--- src/rtl/imabd_pkg.sv ---
// Shared types, constants and tables for the IMA ADPCM block decoder.
// No dependencies; imported by the decoder top level and the nibble datapath.
`timescale 1ns / 1ps
package imabd_pkg;

	// Register map (index in the register list; byte address is 4 * index).
	localparam logic REG_BLOCK_BYTES = 1'b0;

	localparam int BLOCK_BYTES_W = 13;
	localparam logic [BLOCK_BYTES_W-1:0] BLOCK_BYTES_RESET = 13'd36;
	localparam logic [BLOCK_BYTES_W-1:0] MIN_BLOCK_BYTES = 13'd5;

	localparam logic [6:0] INDEX_MAX = 7'd88;
	localparam logic signed [17:0] PRED_MAX = 18'sd32767;
	localparam logic signed [17:0] PRED_MIN = -18'sd32768;

	// What a byte held in the decode stage does, by its place in the block.
	localparam logic [2:0] KIND_HDR_LO  = 3'd0;
	localparam logic [2:0] KIND_HDR_HI  = 3'd1;
	localparam logic [2:0] KIND_INDEX   = 3'd2;
	localparam logic [2:0] KIND_SKIP    = 3'd3;
	localparam logic [2:0] KIND_PAYLOAD = 3'd4;

	// Decoder state carried from one nibble to the next.
	typedef struct packed {
		logic signed [15:0] pred;
		logic [6:0]         idx;
	} imabd_state_t;

	// Standard IMA step size table, 89 entries.
	function automatic logic [14:0] step_size(input logic [6:0] idx);
		logic [14:0] s;
		case (idx)
			7'd0:  s = 15'd7;     7'd1:  s = 15'd8;     7'd2:  s = 15'd9;
			7'd3:  s = 15'd10;    7'd4:  s = 15'd11;    7'd5:  s = 15'd12;
			7'd6:  s = 15'd13;    7'd7:  s = 15'd14;    7'd8:  s = 15'd16;
			7'd9:  s = 15'd17;    7'd10: s = 15'd19;    7'd11: s = 15'd21;
			7'd12: s = 15'd23;    7'd13: s = 15'd25;    7'd14: s = 15'd28;
			7'd15: s = 15'd31;    7'd16: s = 15'd34;    7'd17: s = 15'd37;
			7'd18: s = 15'd41;    7'd19: s = 15'd45;    7'd20: s = 15'd50;
			7'd21: s = 15'd55;    7'd22: s = 15'd60;    7'd23: s = 15'd66;
			7'd24: s = 15'd73;    7'd25: s = 15'd80;    7'd26: s = 15'd88;
			7'd27: s = 15'd97;    7'd28: s = 15'd107;   7'd29: s = 15'd118;
			7'd30: s = 15'd130;   7'd31: s = 15'd143;   7'd32: s = 15'd157;
			7'd33: s = 15'd173;   7'd34: s = 15'd190;   7'd35: s = 15'd209;
			7'd36: s = 15'd230;   7'd37: s = 15'd253;   7'd38: s = 15'd279;
			7'd39: s = 15'd307;   7'd40: s = 15'd337;   7'd41: s = 15'd371;
			7'd42: s = 15'd408;   7'd43: s = 15'd449;   7'd44: s = 15'd494;
			7'd45: s = 15'd544;   7'd46: s = 15'd598;   7'd47: s = 15'd658;
			7'd48: s = 15'd724;   7'd49: s = 15'd796;   7'd50: s = 15'd876;
			7'd51: s = 15'd963;   7'd52: s = 15'd1060;  7'd53: s = 15'd1166;
			7'd54: s = 15'd1282;  7'd55: s = 15'd1411;  7'd56: s = 15'd1552;
			7'd57: s = 15'd1707;  7'd58: s = 15'd1878;  7'd59: s = 15'd2066;
			7'd60: s = 15'd2272;  7'd61: s = 15'd2499;  7'd62: s = 15'd2749;
			7'd63: s = 15'd3024;  7'd64: s = 15'd3327;  7'd65: s = 15'd3660;
			7'd66: s = 15'd4026;  7'd67: s = 15'd4428;  7'd68: s = 15'd4871;
			7'd69: s = 15'd5358;  7'd70: s = 15'd5894;  7'd71: s = 15'd6484;
			7'd72: s = 15'd7132;  7'd73: s = 15'd7845;  7'd74: s = 15'd8630;
			7'd75: s = 15'd9493;  7'd76: s = 15'd10442; 7'd77: s = 15'd11487;
			7'd78: s = 15'd12635; 7'd79: s = 15'd13899; 7'd80: s = 15'd15289;
			7'd81: s = 15'd16818; 7'd82: s = 15'd18500; 7'd83: s = 15'd20350;
			7'd84: s = 15'd22385; 7'd85: s = 15'd24623; 7'd86: s = 15'd27086;
			7'd87: s = 15'd29794;
			default: s = 15'd32767;
		endcase
		return s;
	endfunction

	// Step index adjustment; the sign bit of the nibble does not matter.
	function automatic logic signed [7:0] index_adjust(input logic [2:0] mag);
		logic signed [7:0] a;
		case (mag)
			3'd4:    a = 8'sd2;
			3'd5:    a = 8'sd4;
			3'd6:    a = 8'sd6;
			3'd7:    a = 8'sd8;
			default: a = -8'sd1;
		endcase
		return a;
	endfunction

endpackage

--- src/rtl/ima_adpcm_block_decoder.sv ---
// Top level of the IMA ADPCM block decoder: block framing, decode stage, output register.
// Depends on imabd_pkg and instantiates imabd_nibble.
`timescale 1ns / 1ps
// Usage
// Input stream (s_*): one compressed byte per transfer, s_tlast marks the last byte of
// the stream, after which the next byte starts a new block. Output stream (m_*): one
// 16-bit PCM sample per transfer, m_tuser high on the high-nibble sample of a byte.
// The APB port holds block_bytes at address 0 (bytes per block, header included);
// write it only while the decoder is idle. Values below 5 make the decoder drop every
// byte; values above MAX_BLOCK_BYTES act as MAX_BLOCK_BYTES.
// Timing: a byte is registered into the decode stage on its transfer. Header bytes
// are applied there and give no sample. A payload byte is taken one nibble at a time,
// since each nibble's predictor depends on the previous one; each nibble is decoded
// combinationally and written to the output register, so the low-nibble sample passes
// the decode stage register and then the output register, and the high-nibble sample
// follows it as it is taken. The single nibble datapath and the one-sample output let
// a new byte follow a payload byte only as that byte's high nibble goes out.
// When the receiver stalls, the sample waits in the output register and the decode
// stage holds; s_tready falls once that stage holds a byte it cannot finish.
// Reset clears the block position, predictor, step index and all valid flags and
// sets block_bytes to 36.
module ima_adpcm_block_decoder
	import imabd_pkg::*;
#(
	parameter int MAX_BLOCK_BYTES = 4096
) (
	input  logic        clk,
	input  logic        arst_n,
	// Input stream
	input  logic        s_tvalid,
	output logic        s_tready,
	input  logic [7:0]  s_tdata,   // [7:0] data_byte
	input  logic        s_tlast,   // end_of_stream
	// Output stream
	output logic        m_tvalid,
	input  logic        m_tready,
	output logic [15:0] m_tdata,   // [15:0] sample
	output logic        m_tuser,   // [0] last_of_byte
	// Configuration
	input  logic        psel,
	input  logic        penable,
	input  logic        pwrite,
	input  logic [2:0]  paddr,
	input  logic [31:0] pwdata,
	output logic [31:0] prdata,
	output logic        pready
);

	localparam int POS_W = (MAX_BLOCK_BYTES > 2) ? $clog2(MAX_BLOCK_BYTES) : 1;
	localparam int CMP_W = (POS_W > BLOCK_BYTES_W) ? POS_W + 1 : BLOCK_BYTES_W + 1;
	localparam logic [CMP_W-1:0] MAX_SIZE = CMP_W'(MAX_BLOCK_BYTES);

	logic [BLOCK_BYTES_W-1:0] block_bytes_q;
	logic [POS_W-1:0]         pos_q;
	imabd_state_t             dec_q;
	logic [7:0]               hdr_low_q;

	logic                     valid_s1;
	logic [2:0]               kind_s1;
	logic [7:0]               byte_s1;
	logic                     phase_s1;

	logic [15:0]              sample_q;
	logic                     last_q;
	logic                     out_valid_q;

	logic                     cfg_write;
	logic                     in_xfer;
	logic                     size_ok;
	logic [CMP_W-1:0]         size;
	logic [CMP_W-1:0]         pos_cur;
	logic [CMP_W-1:0]         pos_inc;
	logic [CMP_W-1:0]         pos_nxt;
	logic [2:0]               kind_in;
	logic                     out_free;
	logic                     s1_done;
	logic                     emit;
	logic [3:0]               nib;
	imabd_state_t             dec_nxt;

	// APB register access
	assign pready    = 1'b1;
	assign cfg_write = psel & penable & pwrite & pready;
	assign prdata    = (paddr[2] == REG_BLOCK_BYTES) ? 32'(block_bytes_q) : 32'd0;

	always_ff @(posedge clk or negedge arst_n) begin
		if (!arst_n) begin
			block_bytes_q <= BLOCK_BYTES_RESET;
		end else if (cfg_write && paddr[2] == REG_BLOCK_BYTES) begin
			block_bytes_q <= pwdata[BLOCK_BYTES_W-1:0];
		end
	end

	// Block framing: effective size, position of the incoming byte, next position.
	always_comb begin
		size = CMP_W'(block_bytes_q);
		if (size > MAX_SIZE) begin
			size = MAX_SIZE;
		end
		size_ok = (block_bytes_q >= MIN_BLOCK_BYTES);
		pos_cur = CMP_W'(pos_q);
		if (pos_cur >= size) begin
			pos_cur = '0;
		end
		pos_inc = pos_cur + CMP_W'(1);
		pos_nxt = (pos_inc >= size || s_tlast) ? '0 : pos_inc;
		case (pos_cur)
			CMP_W'(0): kind_in = KIND_HDR_LO;
			CMP_W'(1): kind_in = KIND_HDR_HI;
			CMP_W'(2): kind_in = KIND_INDEX;
			CMP_W'(3): kind_in = KIND_SKIP;
			default:   kind_in = KIND_PAYLOAD;
		endcase
	end

	// The decode stage frees up when a header byte is applied or the
	// high nibble of a payload byte goes to the output register.
	assign out_free = !out_valid_q || m_tready;
	assign emit     = valid_s1 && (kind_s1 == KIND_PAYLOAD) && out_free;
	assign s1_done  = valid_s1 && ((kind_s1 != KIND_PAYLOAD) || (phase_s1 && out_free));
	assign s_tready = !valid_s1 || s1_done;
	assign in_xfer  = s_tvalid && s_tready;

	always_ff @(posedge clk or negedge arst_n) begin
		if (!arst_n) begin
			pos_q <= '0;
		end else if (in_xfer && size_ok) begin
			pos_q <= pos_nxt[POS_W-1:0];
		end
	end

	// Decode stage input register
	always_ff @(posedge clk or negedge arst_n) begin
		if (!arst_n) begin
			valid_s1 <= 1'b0;
			phase_s1 <= 1'b0;
		end else if (in_xfer) begin
			valid_s1 <= size_ok && (kind_in != KIND_SKIP);
			phase_s1 <= 1'b0;
		end else if (s1_done) begin
			valid_s1 <= 1'b0;
			phase_s1 <= 1'b0;
		end else if (emit) begin
			phase_s1 <= 1'b1;
		end
	end

	always_ff @(posedge clk) begin
		if (in_xfer) begin
			byte_s1 <= s_tdata;
			kind_s1 <= kind_in;
		end
	end

	// One nibble per cycle through the shared datapath, while the output register is free.
	assign nib = phase_s1 ? byte_s1[7:4] : byte_s1[3:0];

	imabd_nibble u_nibble (
		.cur (dec_q),
		.nib (nib),
		.nxt (dec_nxt)
	);

	// Decoder state: header bytes load it, payload nibbles advance it.
	always_ff @(posedge clk or negedge arst_n) begin
		if (!arst_n) begin
			dec_q     <= '0;
			hdr_low_q <= '0;
		end else if (valid_s1) begin
			case (kind_s1)
				KIND_HDR_LO: begin
					hdr_low_q <= byte_s1;
				end
				KIND_HDR_HI: begin
					dec_q.pred <= {byte_s1, hdr_low_q};
				end
				KIND_INDEX: begin
					dec_q.idx <= (byte_s1 > 8'(INDEX_MAX)) ? INDEX_MAX : byte_s1[6:0];
				end
				KIND_PAYLOAD: begin
					if (out_free) begin
						dec_q <= dec_nxt;
					end
				end
				default: begin
				end
			endcase
		end
	end

	// Output register
	always_ff @(posedge clk or negedge arst_n) begin
		if (!arst_n) begin
			out_valid_q <= 1'b0;
		end else if (emit) begin
			out_valid_q <= 1'b1;
		end else if (m_tready) begin
			out_valid_q <= 1'b0;
		end
	end

	always_ff @(posedge clk) begin
		if (emit) begin
			sample_q <= dec_nxt.pred;
			last_q   <= phase_s1;
		end
	end

	assign m_tvalid = out_valid_q;
	assign m_tdata  = sample_q;
	assign m_tuser  = last_q;

endmodule

--- src/rtl/imabd_nibble.sv ---
// Combinational decode of one ADPCM nibble: predictor and step index update.
// Depends on imabd_pkg for the state struct, step table and index table.
`timescale 1ns / 1ps
module imabd_nibble
	import imabd_pkg::*;
(
	input  imabd_state_t cur,
	input  logic [3:0]   nib,
	output imabd_state_t nxt
);

	logic [16:0]        step;
	logic [16:0]        diff;
	logic signed [17:0] pred_ext;
	logic signed [17:0] sum;
	logic signed [7:0]  idx_sum;

	// Difference built from the shifted step: a base of step/8 plus one term per magnitude bit.
	always_comb begin
		step = {2'b00, step_size(cur.idx)};
		diff = step >> 3;
		if (nib[0]) begin
			diff = diff + (step >> 2);
		end
		if (nib[1]) begin
			diff = diff + (step >> 1);
		end
		if (nib[2]) begin
			diff = diff + step;
		end
	end

	// Apply the difference and saturate the predictor to 16 bits.
	always_comb begin
		pred_ext = 18'(cur.pred);
		if (nib[3]) begin
			sum = pred_ext - $signed({1'b0, diff});
		end else begin
			sum = pred_ext + $signed({1'b0, diff});
		end
		if (sum > PRED_MAX) begin
			nxt.pred = PRED_MAX[15:0];
		end else if (sum < PRED_MIN) begin
			nxt.pred = PRED_MIN[15:0];
		end else begin
			nxt.pred = sum[15:0];
		end
	end

	// Step index update, clamped to the table range.
	always_comb begin
		idx_sum = $signed({1'b0, cur.idx}) + index_adjust(nib[2:0]);
		if (idx_sum < 8'sd0) begin
			nxt.idx = 7'd0;
		end else if (idx_sum > $signed({1'b0, INDEX_MAX})) begin
			nxt.idx = INDEX_MAX;
		end else begin
			nxt.idx = idx_sum[6:0];
		end
	end

endmodule

--- config.mk ---
export PLATFORM = sky130hd
export DESIGN_NAME = ima_adpcm_block_decoder
export DESIGN_NICKNAME = d
export VERILOG_FILES = /design/src/rtl/imabd_pkg.sv /design/src/rtl/ima_adpcm_block_decoder.sv /design/src/rtl/imabd_nibble.sv
export SDC_FILE = /design/constraint.sdc
export NUM_CORES = 1
export LEC_CHECK = 0
export BUFFER_PORTS_ARGS = -buffer_cell sky130_fd_sc_hd__clkbuf_2
export CAP_MARGIN = 25
export CORE_ASPECT_RATIO = 1.25
export CORE_UTILIZATION = 33
export DETAILED_ROUTE_END_ITERATION = 16
export GPL_TIMING_DRIVEN = 0
export PLACE_DENSITY = 0.5
export REMOVE_ABC_BUFFERS = 1
export SYNTH_ARGS = -nofsm -noshare
export SYNTH_HDL_FRONTEND = slang
export SYNTH_SLANG_ARGS = --single-unit
--- constraint.sdc ---
create_clock -name clk -period 16.9 [get_ports clk]
set_input_delay 0.845 -clock clk [delete_from_list [all_inputs] [get_ports clk]]
set_output_delay 0.845 -clock clk [all_outputs]
set_load 0.005 [all_outputs]
==> impl_metrics.ini <==
[timing]
fin_crit_ns = 12.48
rsz0062_at_grt = no
tightest_slew_ns = 1.11
finalSetupTns_ns = 0
hold_violations = 0
max_slew_margin_pct = 26.0
setup_violations = 0
clock_skew_ns = 0.0149
max_freq_ghz = 0.0801
slew_viol_final = 0
fin_crit_sh_pct = 73.9

[run_status]
outcome = completed

[yosys]
synth-seq-cells = 87
synth_area_leaders = dfrtp_1, ha_1, edfxtp_1
yosysUniqueCellTypes = 89
synth_warnings = 0
avgSynthCellArea_um2 = 8.07
synth_edf_count = 28
yosys.area.top_type = dfrtp_1
syn_area_um2 = 10800
synth_top_area_share_pct = 13.2
ys_async_sr_fraction_pct = 67.8
syn_inst = 1336
ys_seq_area_share_pct = 21.5
ys.flop_type = dfrtp_1

[detailed_routing]
firstDrtPassIters = 5
drtAntennaViolNets = 0
wl_um = 32500
vias = 10100
routed_via_density = 5.70
wl_per_cell_um = 18.4
first_iter_violations = 676
drc_errors = 0

[clocking]
cts-resized-gates = 0
numCtsBuffers = 9
postCtsSetupRepairBufs = 0
hold_buffers = 0
htreeDepth = 3
clock_latency_ns = 0.36
cts_tree = done
clkSlewWorstSetupHoldPaths_ns = 0.07
clockBufferDepth = 2
ctsRootBufferMaster = clkbuf_16
numClockSinks = 87

[final_layout]
n_antenna_cell = 0
nets = 1518
layout-area-overhead-vs-synth_pct = 9.04
drive_gt1_share_pct = 11.5
layout_common_cells = nand2_1, ha_1, nor2_1, a21oi_1, o21ai_0
fillCellCount = 3358
final_common_cell = nand2_1

[die]
ios = 103
die_area_um2 = 33400
core_area_um2 = 32000
die_y_um = 204
num_rows = 73
initial_core_util_pct = 33.7
die_w_um = 164

[worst_setup_path]
critPathArrivalTime_ns = 12.77
cp_common_cell = ha_1
start_kind = flop
worstPathMaxFanout = 20
crit_family = compound AO/OA/AOI/OAI gates
crit_type = flop to flop
crit_path_top_delay_cell = dfrtp_1
endpoint_kind = flop
max_stage_delay_ns = 0.83
cp.depth = 42
path_buf_inv = 2
required_ns = 17.19
r2r_cells = 42

[run]
cap_viol_max_count = 0

[global_routing]
grt_antenna_before_repair = 0
grt_pass1_vias = 9841
grt_busiest_layer = met2
grt_pass1_wl_um = 53400
gr-total-overflow = 0
met2_usage_pct = 35.0
grt_use_total_pct = 20.0
grtUsageMet1_pct = 26.0
use_met3_pct = 1.72
grt_max_degree = 62

[worst_hold_path]
worstHoldPathType = primary input to async pin

[placed_design]
gp_congestion = 0.891
port_buffers = 61
dp_hpwl_um = 24800
stage by stage:
step	cells	instance area [um^2]	utilization [%]	worst slack (ns)	hold slack, ns
after global placement	1742	11200	35.1	4.24	0.489
after detailed placement	1753	11400	35.8	4.43	0.495
after global routing	1771	11800	36.8	3.45	0.438
final	1771	11800	36.8	4.42	0.420
after CTS	1769	11700	36.7	4.40	0.418
after floorplan	1269	10400	-	6.59	0.471
final cells by class:
| type | count | area [um^2] | area share [%] |
|---|---|---|---|
| inverter | 45 | 169 | 1.44 |
| clock buffer | 11 | 254 | 2.16 |
| timing repair buffer | 74 | 492 | 4.18 |
| tap | 412 | 515 | 4.38 |
| clock inverter | 5 | 50.0 | 0.426 |
| sequential | 87 | 2320 | 19.8 |
| multi-input combinational | 1137 | 7960 | 67.7 |
registers in the layout, summed over array words and instances, names as in the netlist:
register and cells:
valid_s1 1, kind_s1 3, m_tvalid 1, byte_s1 8, phase_s1 1, dec_q 23
m_tuser 1, m_tdata 16, hdr_low_q 8, block_bytes_q 13, pos_q 12
path summary, 6_finish.rpt:
check / startpoint / end / slack, ns
setup / recovery: dec_q[1]$_DFFE_PN0P_ / dec_q[14]$_DFFE_PN0P_ / 4.42
hold / removal: arst_n / hdr_low_q[0]$_DFFE_PN0P_ / 0.42
setup reg to reg: dec_q[1]$_DFFE_PN0P_ / dec_q[14]$_DFFE_PN0P_ / 4.42
hold reg to reg: hdr_low_q[3]$_DFFE_PN0P_ / hdr_low_q[3]$_DFFE_PN0P_ / 0.51
max in group asynchronous: arst_n / block_bytes_q[2]$_DFFE_PN1P_ / 15.90
min in group clk: hdr_low_q[3]$_DFFE_PN0P_ / hdr_low_q[3]$_DFFE_PN0P_ / 0.51
cells by family after synthesis:
group / after synthesis / synth area share (%)
multiplexers: 49 / 5.12
adder cells (fa/ha/maj): 113 / 13.5
other: 2 / 0.0696
flip-flops: 87 / 21.5
buffers and inverters: 130 / 5.63
AND/OR/NAND/NOR: 456 / 20.7
AO/OA/AOI/OAI: 435 / 28.4
XOR/XNOR: 64 / 5.20
synthesized netlist by cell type (32+ instances only):
cell	count
xor2_1	32
clkbuf_1	43
nand2_1	138
xnor2_1	32
o21ai_0	80
a21oi_1	89
dfrtp_1	57
nor2b_1	37
nor2_1	104
a21o_1	48
inv_1	43
ha_1	108
layer usage:
metal	share of wire, %	wire (um)	vias up
met5	0	0	-
met4	2.2	708	0
met3	3.3	1070	42
met2	50	16200	218
met1	45	14600	4846
li1	-	-	4993
worst register-to-register path: cells and delay by family, from the launching register on:
kind | cells | cell delay (ns)
XOR/XNOR | 2 | 0.30
AND/OR/NAND/NOR | 15 | 3.60
adder cells (fa/ha/maj) | 5 | 2.12
buffers and inverters | 2 | 0.80
AO/OA/AOI/OAI | 18 | 4.78
flip-flops | 1 | 0.83
Power is left out: the tool's default activity adds up to more than one toggle a clock period on the data nets, which glitch-free logic cannot reach.
